--- config.mk ---
export PLATFORM = sky130hd
export DESIGN_NAME = time_triggered_task_scheduler
export DESIGN_NICKNAME = d
export VERILOG_FILES = /design/src/hdl/ttts_pkg.sv /design/src/hdl/ttts_cell.sv /design/src/hdl/time_triggered_task_scheduler.sv
export SDC_FILE = /design/constraint.sdc
export NUM_CORES = 1
export LEC_CHECK = 0
export BUFFER_PORTS_ARGS = -buffer_cell sky130_fd_sc_hd__buf_4
export CAP_MARGIN = 20
export CORE_ASPECT_RATIO = 2
export CORE_UTILIZATION = 52
export DETAILED_ROUTE_END_ITERATION = 10
export PLACE_DENSITY = 0.68
export SKIP_LAST_GASP = 1
export SYNTH_ARGS = -nofsm -noshare
export SYNTH_HDL_FRONTEND = slang
export SYNTH_SLANG_ARGS = --single-unit
--- constraint.sdc ---
create_clock -name i_clk -period 6 [get_ports i_clk]
set_input_delay 0.6 -clock i_clk [delete_from_list [all_inputs] [get_ports i_clk]]
set_output_delay 0.6 -clock i_clk [all_outputs]
set_load 0.1 [all_outputs]
--- src/hdl/ttts_pkg.sv ---
// Package for the time-triggered task scheduler.
// Sizes, action and result codes, and the structs between top level and slot cells.
// No dependencies.
package ttts_pkg;

    localparam int NUM_SLOTS   = 10;
    localparam int MAX_RESULTS = 10;
    localparam int IDX_W       = (NUM_SLOTS > 1) ? $clog2(NUM_SLOTS) : 1;
    localparam int CNT_W       = (MAX_RESULTS > 1) ? $clog2(MAX_RESULTS) : 1;

    localparam logic [1:0] ACT_TICK  = 2'd0;
    localparam logic [1:0] ACT_ADD   = 2'd1;
    localparam logic [1:0] ACT_DISP  = 2'd2;
    localparam logic [1:0] ACT_CLEAR = 2'd3;

    localparam logic [1:0] KIND_ADD_OK   = 2'd0;
    localparam logic [1:0] KIND_ADD_FULL = 2'd1;
    localparam logic [1:0] KIND_RUN      = 2'd2;
    localparam logic [1:0] KIND_IDLE     = 2'd3;

    typedef struct packed {
        logic        tick;
        logic        clear;
        logic        add;
        logic        disp;
        logic        kill;
        logic [7:0]  tag;
        logic [15:0] period;
        logic [15:0] first_cd;
    } t_cell_ctl;

    typedef struct packed {
        logic       hit;
        logic       want;
        logic [7:0] tag;
    } t_cell_stat;

endpackage

--- src/hdl/ttts_cell.sv ---
// One task slot of the scheduler chain: in-use mark, period, countdown, pending runs, tag.
// Passes the walk token to its neighbour every cycle, unless the top level kills the walk.
// Depends on ttts_pkg.
module ttts_cell (
    input  logic                  i_clk,
    input  logic                  i_rst_n,
    input  ttts_pkg::t_cell_ctl   i_ctl,
    input  logic                  i_tok,
    output logic                  o_tok,
    output ttts_pkg::t_cell_stat  o_stat
);

    logic        r_tok, n_tok;
    logic        r_used, n_used;
    logic [15:0] r_period, n_period;
    logic [15:0] r_cd, n_cd;
    logic [15:0] r_pend, n_pend;
    logic [7:0]  r_tag, n_tag;
    logic        want;
    logic        hit;

    assign want = r_used & (r_pend != 16'd0);
    assign hit  = r_tok & ((i_ctl.add & ~r_used) | (i_ctl.disp & want));

    always_comb begin
        n_tok    = i_tok & ~i_ctl.kill;
        n_used   = r_used;
        n_period = r_period;
        n_cd     = r_cd;
        n_pend   = r_pend;
        n_tag    = r_tag;
        if (i_ctl.clear) begin
            n_used = 1'b0;
        end else if (i_ctl.tick && r_used) begin
            if (r_cd == 16'd0) begin
                if (r_pend != 16'hFFFF) begin
                    n_pend = r_pend + 16'd1;
                end
                n_cd = r_period;
            end else begin
                n_cd = r_cd - 16'd1;
            end
        end else if (hit && i_ctl.add) begin
            n_used   = 1'b1;
            n_period = i_ctl.period;
            n_cd     = i_ctl.first_cd;
            n_pend   = 16'd0;
            n_tag    = i_ctl.tag;
        end else if (hit) begin
            n_pend = r_pend - 16'd1;
        end
    end

    always_ff @(posedge i_clk) begin
        if (!i_rst_n) begin
            r_tok  <= 1'b0;
            r_used <= 1'b0;
        end else begin
            r_tok  <= n_tok;
            r_used <= n_used;
        end
        r_period <= n_period;
        r_cd     <= n_cd;
        r_pend   <= n_pend;
        r_tag    <= n_tag;
    end

    assign o_tok       = r_tok;
    assign o_stat.hit  = hit;
    assign o_stat.want = want;
    assign o_stat.tag  = r_tag & {8{hit}};

endmodule

--- src/hdl/time_triggered_task_scheduler.sv ---
// Top level of the time-triggered task scheduler: command port, walk control, result register.
// Depends on ttts_pkg and ttts_cell.
//
// Channel   Direction  Handshake             Payload
// command   in         start & !busy         i_action, i_task_tag, i_task_period, i_start_delay
// result    out        o_strobe (one cycle)  o_kind, o_slot, o_run_tag, o_last
//
// Tick and clear complete in the accept cycle, busy stays low, no result.
// Add and dispatch send a token down the chain of slot cells, one cell per cycle: add ends
// at the first free slot (add-full at the last slot if none), dispatch at the last pending
// slot or the MAX_RESULTS-th run (idle at the last slot if none is pending). Results are
// registered and appear in the cycle after their cell; busy drops with the final result.
// Synchronous active-low reset empties the table; the receiver cannot stall.
module time_triggered_task_scheduler (
    input  logic        i_clk,
    input  logic        i_rst_n,
    input  logic        start,
    output logic        busy,
    input  logic [1:0]  i_action,
    input  logic [7:0]  i_task_tag,
    input  logic [15:0] i_task_period,
    input  logic [15:0] i_start_delay,
    output logic        o_strobe,
    output logic [1:0]  o_kind,
    output logic [3:0]  o_slot,
    output logic [7:0]  o_run_tag,
    output logic        o_last
);

    localparam logic ST_IDLE = 1'b0;
    localparam logic ST_WALK = 1'b1;

    logic                        r_state, n_state;
    logic [1:0]                  r_op, n_op;
    logic [ttts_pkg::IDX_W-1:0]  r_idx, n_idx;
    logic [ttts_pkg::CNT_W-1:0]  r_cnt, n_cnt;
    logic [7:0]                  r_tag_in, n_tag_in;
    logic [15:0]                 r_period_in, n_period_in;
    logic [15:0]                 r_first_cd, n_first_cd;
    logic                        r_strobe, n_strobe;
    logic [1:0]                  r_kind, n_kind;
    logic [3:0]                  r_slot, n_slot;
    logic [7:0]                  r_run_tag, n_run_tag;
    logic                        r_last, n_last;

    logic                        acc;
    logic                        inject;
    logic                        kill;
    ttts_pkg::t_cell_ctl         ctl;
    ttts_pkg::t_cell_stat        stat [ttts_pkg::NUM_SLOTS];
    logic [ttts_pkg::NUM_SLOTS-1:0] tok_vec;
    logic [ttts_pkg::NUM_SLOTS-1:0] hit_vec;
    logic                        any_hit;
    logic [7:0]                  hit_tag;
    logic                        more;
    logic                        at_end;
    logic                        cap;

    assign busy   = (r_state == ST_WALK);
    assign acc    = start & ~busy;
    assign inject = acc & ((i_action == ttts_pkg::ACT_ADD) || (i_action == ttts_pkg::ACT_DISP));
    assign at_end = (r_idx == ttts_pkg::IDX_W'(ttts_pkg::NUM_SLOTS - 1));
    assign cap    = (r_cnt == ttts_pkg::CNT_W'(ttts_pkg::MAX_RESULTS - 1));

    always_comb begin
        any_hit = 1'b0;
        hit_tag = 8'd0;
        more    = 1'b0;
        for (int j = 0; j < ttts_pkg::NUM_SLOTS; j++) begin
            hit_vec[j] = stat[j].hit;
            any_hit    = any_hit | stat[j].hit;
            hit_tag    = hit_tag | stat[j].tag;
            if (ttts_pkg::IDX_W'(j) > r_idx) begin
                more = more | stat[j].want;
            end
        end
    end

    always_comb begin
        n_state     = r_state;
        n_op        = r_op;
        n_idx       = r_idx;
        n_cnt       = r_cnt;
        n_tag_in    = r_tag_in;
        n_period_in = r_period_in;
        n_first_cd  = r_first_cd;
        n_strobe    = 1'b0;
        n_kind      = r_kind;
        n_slot      = r_slot;
        n_run_tag   = r_run_tag;
        n_last      = r_last;
        kill        = 1'b0;
        unique case (r_state)
            ST_IDLE: begin
                if (inject) begin
                    n_state     = ST_WALK;
                    n_op        = i_action;
                    n_idx       = '0;
                    n_cnt       = '0;
                    n_tag_in    = i_task_tag;
                    n_period_in = i_task_period;
                    n_first_cd  = (i_start_delay > i_task_period) ? 16'd0
                                                                  : i_task_period - i_start_delay;
                end
            end
            ST_WALK: begin
                n_idx = r_idx + ttts_pkg::IDX_W'(1);
                if (r_op == ttts_pkg::ACT_ADD) begin
                    if (any_hit) begin
                        n_strobe  = 1'b1;
                        n_kind    = ttts_pkg::KIND_ADD_OK;
                        n_slot    = 4'(r_idx);
                        n_run_tag = 8'd0;
                        n_last    = 1'b1;
                        kill      = 1'b1;
                        n_state   = ST_IDLE;
                    end else if (at_end) begin
                        n_strobe  = 1'b1;
                        n_kind    = ttts_pkg::KIND_ADD_FULL;
                        n_slot    = 4'd0;
                        n_run_tag = 8'd0;
                        n_last    = 1'b1;
                        kill      = 1'b1;
                        n_state   = ST_IDLE;
                    end
                end else begin
                    if (any_hit) begin
                        n_strobe  = 1'b1;
                        n_kind    = ttts_pkg::KIND_RUN;
                        n_slot    = 4'(r_idx);
                        n_run_tag = hit_tag;
                        n_last    = ~more | cap;
                        n_cnt     = r_cnt + ttts_pkg::CNT_W'(1);
                        if (~more | cap) begin
                            kill    = 1'b1;
                            n_state = ST_IDLE;
                        end
                    end else if (at_end) begin
                        // nothing was pending anywhere
                        n_strobe  = 1'b1;
                        n_kind    = ttts_pkg::KIND_IDLE;
                        n_slot    = 4'd0;
                        n_run_tag = 8'd0;
                        n_last    = 1'b1;
                        kill      = 1'b1;
                        n_state   = ST_IDLE;
                    end
                end
            end
            default: begin
                n_state = ST_IDLE;
            end
        endcase
    end

    always_comb begin
        ctl.tick     = acc & (i_action == ttts_pkg::ACT_TICK);
        ctl.clear    = acc & (i_action == ttts_pkg::ACT_CLEAR);
        ctl.add      = busy & (r_op == ttts_pkg::ACT_ADD);
        ctl.disp     = busy & (r_op == ttts_pkg::ACT_DISP);
        ctl.kill     = kill;
        ctl.tag      = r_tag_in;
        ctl.period   = r_period_in;
        ctl.first_cd = r_first_cd;
    end

    for (genvar g = 0; g < ttts_pkg::NUM_SLOTS; g++) begin : g_slot
        logic tok_in;
        if (g == 0) begin : g_head
            assign tok_in = inject;
        end else begin : g_link
            assign tok_in = tok_vec[g-1];
        end
        ttts_cell u_cell (
            .i_clk   (i_clk),
            .i_rst_n (i_rst_n),
            .i_ctl   (ctl),
            .i_tok   (tok_in),
            .o_tok   (tok_vec[g]),
            .o_stat  (stat[g])
        );
    end

    always_ff @(posedge i_clk) begin
        if (!i_rst_n) begin
            r_state  <= ST_IDLE;
            r_op     <= ttts_pkg::ACT_TICK;
            r_strobe <= 1'b0;
        end else begin
            r_state  <= n_state;
            r_op     <= n_op;
            r_strobe <= n_strobe;
        end
        r_idx       <= n_idx;
        r_cnt       <= n_cnt;
        r_tag_in    <= n_tag_in;
        r_period_in <= n_period_in;
        r_first_cd  <= n_first_cd;
        r_kind      <= n_kind;
        r_slot      <= n_slot;
        r_run_tag   <= n_run_tag;
        r_last      <= n_last;
    end

    assign o_strobe  = r_strobe;
    assign o_kind    = r_kind;
    assign o_slot    = r_slot;
    assign o_run_tag = r_run_tag;
    assign o_last    = r_last;

    a_last_frees: assert property (@(posedge i_clk) disable iff (!i_rst_n)
        (o_strobe && o_last) |-> !busy)
        else $error("busy still high with final result");

    a_one_token: assert property (@(posedge i_clk) disable iff (!i_rst_n)
        $onehot0(tok_vec))
        else $error("more than one walk token in the chain");

    a_one_hit: assert property (@(posedge i_clk) disable iff (!i_rst_n)
        $onehot0(hit_vec))
        else $error("more than one slot cell hit");

    a_single_ends: assert property (@(posedge i_clk) disable iff (!i_rst_n)
        (o_strobe && (o_kind != ttts_pkg::KIND_RUN)) |-> o_last)
        else $error("single result without final mark");

endmodule
==> run_results.csv, run 1 <==
group,metric,value,unit
critical_path,reg2reg_to,"g_slot[8].u_cell.r_cd[11]$_DFFE_PP_",
clock_network,ctsResizeCount,0,
drt,drtIter0Drc,2512,
clock_network,cts_sinks,647,
synth,syn_area,0.0346,sq mm
synth,synth_top_cell_area_share,54.1,%
sta,skew,0.0278,ns
synth,synth_edf_count,623,
drt,routed_wirelength,96800,um
clock_network,hold_buffers,0,
synth,synth_area_leader_cell,"edfxtp_1",
global_route,track_usage,28.7,%
critical_path,required,6.36,ns
synth,synth_flop_cell,"edfxtp_1",
sta,finalSetupViolations,0,
clock_network,htree_num_levels,2,
critical_path,cp_data_arrival_time,4.34,ns
floorplanning,start_util,52.7,%
flow_run,drv_cap,0,
cells_and_area,final_layout_size_suffix_gt1_share,7.07,%
status,status,"complete, no violations",
hold_path,hold_path_end,"r_tag_in[2]$_DFFE_PP_",
critical_path,end_kind,"register",
floorplanning,row_count,133,
pwr,pwr_density_cell,246,mW/mm^2
pwr,ir_drop,262,uV
critical_path,reg2reg_from,"g_slot[8].u_cell.r_pend[6]$_DFFE_PP_",
pwr,power,0.00932,W
sta,fin_crit,3.99,ns
drt,met2_length,51300,um
cells_and_area,layout_commonest_cell,"edfxtp_1",
sta,tightest_slew,1.10,ns
critical_path,rr_worst_depth,9,
clock_network,tritoncts,"built",
synth,async_reset_ff_share,0,%
pwr,clockPowerShare,41.7,%
synth,ys_ff_latch,647,
synth,yosysWarningCount,0,
drt,via_count,27100,
critical_path,path_class,"register to register",
hold_path,hold_depth,1,
global_route,grt_pass1_vias,27100,
floorplanning,dieHeight,367,um
floorplanning,boundaryPins,62,
sta,maxSlewHeadroom,26.7,%
cells_and_area,area.growth.synth_to_final,9.28,%
drt,top_layer_used,"met5",
drt,drtPass1Iterations,6,
floorplanning,die_x,184,um
clock_network,clk_latency,0.63,ns
pwr,power_frac_comb,3.4,%
cells_and_area,finish.utilization,57.5,%
pwr,seq_power_share,54.9,%
sta,min_period_over_period,66.4,%
cells_and_area,final_nets,3506,
sta,fmax,0.251,GHz
place,routabilityCongestion,0.901,
pwr,switchingPower,0.00212,W
cells_and_area,layout_common_cells,"edfxtp_1, nand2_1, o21ai_0, nor2_1, a21oi_1",
hold_path,hp-class,"input port to register",
drt,drtAntennaViolNets,0,
pwr,p_leak,13.3,nW
place,dpl.hpwl,67200,um
clock_network,clkTransAtPathRegs,0.08,ns
critical_path,r2r_slack,2.01,ns
sta,rsz0062_at_grt,"false",
drt,wl_met3,5780,um
synth,syn-num-nets,3522,
synth,ys_seq_area_share,55.4,%
drt,wire_per_inst,22.5,um
global_route,antenna_found_initial,1,
synth,avgSynthCellArea,10.2,sq um
sta,drv_slew,0,
sta,hold_viol,0,
clock_network,post_cts_buffers,0,
global_route,grt_max_degree,54,
pwr,intPower,0.00719,W
clock_network,clk_path_buf_depth,3,
drt,m1WireLength,34000,um
drt,drc,0,
drt,routed_via_density,6.29,
clock_network,root_buffer,"clkbuf_16",
clock_network,cts_made_buffers,57,
place,port-buffer-count,61,
critical_path,critPathMaxFanout,33,
sta,setup_tns,0,ns
pwr,swShare,22.8,%
critical_path,start_kind,"register",
synth,synth_area_leaders,"edfxtp_1, o21ai_0, nand2_1",
floorplanning,core-area,0.0657,sq mm
global_route,gr-total-overflow,0,
floorplanning,die_area,0.0677,sq mm
synth,synth_cells,3403,
global_route,grt_pass1_wl,150000,um
synth,synth.distinct_cells,86,
hold_path,min_from,"i_task_tag[2]",
## sequential cells by signal, indices dropped and copies added (netlist names), 4 cells and up
name,count
g_slot.u_cell.o_tok,10
g_slot.u_cell.r_cd,160
g_slot.u_cell.r_pend,160
g_slot.u_cell.r_period,160
g_slot.u_cell.r_tag,80
g_slot.u_cell.r_used,10
o_run_tag,8
o_slot,4
r_cnt,4
r_first_cd,16
r_idx,4
r_period_in,16
r_tag_in,8
## synthesized netlist by cell type, types with 10 or more instances
cell type  count
nor2_1       255
and4_1        14
a21oi_1      154
o21a_1        15
a31oi_1       11
nor2b_1       13
or4_1         23
nor4_1        57
dfxtp_1       24
nor3_1       114
nand4_1       40
nand3_1      100
ha_1          73
a22oi_1       22
o21ai_0      421
a32oi_1       10
a222oi_1      24
o22ai_1       51
or3_1         51
nand2_1      518
a21boi_0      11
edfxtp_1     623
inv_1         93
o22a_1        20
o41ai_1       11
a221oi_1      25
clkbuf_1     166
a211oi_1      19
and2_1        23
mux2i_1       11
buf_1         19
nand4b_1      10
o31a_1        13
and3_1        34
a311oi_1      10
xnor2_1       92
xor2_1        80
## cell families after synthesis
logic type	Yosys count	share of synthesized area [%]
simple gates	1316	18.1
compound gates	893	15.9
flops	647	55.4
xor+xnor	172	4.35
mux	11	0.318
buf+inv	290	3.21
fa+ha+maj	74	2.70
## per-stage QoR
step | hold WS (ns) | setup slack, ns | cells | instance area (sq um)
floorplan | 0.469 | 0.630 | 3403 | 34600
global placement | 0.498 | 2.14 | 4202 | 35800
detailed placement | 0.499 | 2.13 | 4203 | 35900
CTS | 0.115 | 2.09 | 4310 | 37800
global route | 0.135 | 1.91 | 4312 | 37800
finish | 0.144 | 2.01 | 4313 | 37800
## power by group through the flow
stage	clock, W	combinational, W	sequential (W)
after detailed placement	0	0.000311	0.00522
after global placement	0	0.000297	0.00521
final	0.00389	0.000315	0.00512
after floorplan	0	0.000195	0.00515
after CTS	0.00393	0.000313	0.00512
after global routing	0.00407	0.000348	0.00511
## worst max-delay path: stages, from the launching register on
cell	delay, ns
edfxtp_1	0.50
or3_1	0.47
nand2b_1	0.26
o311a_1	0.42
o21a_1	0.34
nand2_2	0.18
inv_2	0.32
nor2_1	0.83
nor2_1	0.14
buf_4	0.25
## layer usage
metal	track usage, %	vias up
met1	31.3	13100
met2	52.7	1086
li1	-	12700
met5	0	-
met4	16.7	2
met3	3.20	275
## final cells by class
class / count / area [sq um]
repair buffers: 118 / 922
inverters: 97 / 365
diodes: 1 / 2.50
clock inverters: 40 / 425
well taps: 877 / 1100
flip-flops and latches: 647 / 19200
fillers: 5491 / 27900
clock buffers: 67 / 1510
multi-input cells: 2466 / 14300
## how the worst max path moves through the flow
stage / from / endpoint / depth (start not counted)
detailed placement: g_slot[8].u_cell.r_pend[6]$_DFFE_PP_ / g_slot[8].u_cell.r_cd[11]$_DFFE_PP_ / 9
global placement: busy$_SDFF_PN0_ / g_slot[3].u_cell.r_cd[12]$_DFFE_PP_ / 7
CTS: g_slot[8].u_cell.r_pend[6]$_DFFE_PP_ / g_slot[8].u_cell.r_cd[11]$_DFFE_PP_ / 9
finish: g_slot[8].u_cell.r_pend[6]$_DFFE_PP_ / g_slot[8].u_cell.r_cd[11]$_DFFE_PP_ / 9
floorplan: busy$_SDFF_PN0_ / g_slot[5].u_cell.r_cd[0]$_DFFE_PP_ / 6
global route: g_slot[8].u_cell.r_pend[6]$_DFFE_PP_ / g_slot[8].u_cell.r_cd[13]$_DFFE_PP_ / 9
(Power assumes the default switching activity.)
==> inputs of run 2 (changes only) <==
==> constraint.sdc (replaced) <==
create_clock -name i_clk -period 4.1 [get_ports i_clk]
set_input_delay 0.41 -clock i_clk [delete_from_list [all_inputs] [get_ports i_clk]]
set_output_delay 0.41 -clock i_clk [all_outputs]
set_load 0.1 [all_outputs]
==> run_results.csv, run 2 (synthesis results as in run 1) <==
group,metric,value,unit
critical_path,end_kind,"register",
global_route,grt_pass1_wl,148000,um
critical_path,start_kind,"register",
drt,drtPass1Iterations,8,
global_route,track_usage,28.4,%
pwr,ir_drop,487,uV
critical_path,critPathMaxFanout,11,
pwr,p_leak,13.5,nW
sta,tightest_slew,1.05,ns
clock_network,root_buffer,"clkbuf_16",
place,routabilityCongestion,0.907,
sta,finalSetupViolations,0,
clock_network,clk_path_buf_depth,3,
floorplanning,start_util,52.7,%
critical_path,path_class,"register to register",
place,placedInstanceArea,0.0360,sq mm
cells_and_area,diodes,0,
sta,fin_crit,3.85,ns
place,dpl.hpwl,67900,um
sta,maxSlewHeadroom,30.0,%
sta,drv_slew,0,
critical_path,worstPathCellList,"inv_1, ha_1, or4b_1, o41ai_2, o22ai_1, a22oi_1, o2111ai_1, and4_1, a311o_1",
floorplanning,die_area,0.0677,sq mm
sta,setup_tns,0,ns
cells_and_area,final_layout_size_suffix_gt1_share,7.36,%
status,status,"complete, no violations",
clock_network,clkTransAtPathRegs,0.07,ns
drt,drtAntennaViolNets,0,
clock_network,tritoncts,"built",
clock_network,clk_latency,0.63,ns
flow_run,drv_cap,0,
clock_network,post_cts_buffers,0,
sta,fmax,0.260,GHz
critical_path,cp_data_arrival_time,4.35,ns
critical_path,cpMaxStageDelayCell,"o41ai_2",
drt,via_count,27300,
critical_path,required,4.60,ns
sta,min_period_over_period,93.8,%
global_route,grt_max_degree,54,
cells_and_area,layout_common_cells,"edfxtp_1, nand2_1, o21ai_0, nor2_1, a21oi_1",
sta,rsz0062_at_grt,"false",
clock_network,hold_buffers,24,
floorplanning,core-area,0.0657,sq mm
clock_network,cts_sinks,647,
hold_path,min_from,"i_action[0]",
clock_network,ctsResizeCount,0,
cells_and_area,fillers,5468,
drt,wire_per_inst,22.1,um
global_route,gr-total-overflow,0,
cells_and_area,final_area,0.0381,sq mm
floorplanning,dieHeight,367,um
critical_path,cpPeakStageDelay,0.64,ns
critical_path,startpoint,"g_slot[2].u_cell.r_pend[0]$_DFFE_PP_",
sta,hold_viol,0,
pwr,pwr_density_cell,350,mW/mm^2
drt,routed_wirelength,96200,um
drt,routed_via_density,6.26,
cells_and_area,layout_commonest_cell,"edfxtp_1",
place,port-buffer-count,61,
cells_and_area,area.growth.synth_to_final,10.0,%
global_route,grt_pass1_vias,27200,
cells_and_area,reg.largest.list,"g_slot.u_cell.r_cd x160, g_slot.u_cell.r_pend x160, g_slot.u_cell.r_period x160",
hold_path,hp-class,"input port to register",
global_route,antenna_found_initial,0,
sta,skew,0.0234,ns
clock_network,htree_num_levels,2,
drt,drtIter0Drc,2289,
drt,drc,0,
critical_path,reg2reg_from,"g_slot[2].u_cell.r_pend[0]$_DFFE_PP_",
clock_network,cts_made_buffers,56,
cells_and_area,final_nets,3552,
floorplanning,row_count,133,
floorplanning,die_x,184,um
floorplanning,boundaryPins,62,
sta,holdWs,0.0888,ns
-- run 2: changes by cell type in the layout (fill, tap and decap cells not counted), sizes merged --
cell,delta
diode,-1
dlygate4sd3,+24
clkinv,+3
clkinvlp,+1
buf,+23
inv,-7
bufinv,-1
clkbuf,+1
-- run 2: final cells by class --
cell class / count / area, sq um / share of cell area, %
flip-flops and latches: 647 / 19200 / 50.4
multi-input cells: 2466 / 14300 / 37.6
well taps: 877 / 1100 / 2.88
clock buffers: 68 / 1470 / 3.86
inverters: 97 / 365 / 0.960
repair buffers: 165 / 1300 / 3.41
clock inverters: 36 / 329 / 0.864
-- run 2: power breakdown --
part	leakage, nW	switching [W]	internal (W)
registers	5.90	0.000190	0.00729
clock network	0.869	0.00250	0.00288
logic	6.69	0.000291	0.000189
-- run 2: path summary, 6_finish.rpt --
path / end / slack [ns] / cells past startpoint
setup / recovery: busy$_SDFF_PN0_ / 0.25 / 9
hold / removal: r_op[0]$_SDFFE_PN0P_ / 0.09 / 3
hold reg to reg: g_slot[8].u_cell.o_tok$_SDFF_PN0_ / 0.52 / 2
setup reg to reg: busy$_SDFF_PN0_ / 0.25 / 9
-- run 2: critical path, delay by kind of cell (launching register included) --
kind            cells  cell delay, ns
compound gates      5            2.11
buf+inv             1            0.15
simple gates        2            0.83
flops               1            0.48
fa+ha+maj           1            0.16
-- run 2: routing by layer --
layer | share of wire (%) | vias up | track usage [%] | wire length (um)
met1 | 36 | 13200 | 31.0 | 34300
met2 | 54 | 1067 | 53.0 | 51500
met4 | 5.3 | 0 | 15.6 | 5060
met5 | 0 | - | 0 | 0
met3 | 5.4 | 264 | 2.86 | 5240
li1 | - | 12800 | - | -
-- run 2: per-stage QoR --
stage | instances | worst slack (ns) | total power (W) | utilization [%]
after floorplan | 3403 | 0.0949 | 0.00782 | -
after global placement | 4228 | 0.443 | 0.00806 | 54.8
after detailed placement | 4228 | 0.327 | 0.00808 | 54.8
after CTS | 4356 | 0.310 | 0.0134 | 57.9
after global routing | 4356 | 0.181 | 0.0137 | 57.9
final | 4356 | 0.254 | 0.0133 | 57.9
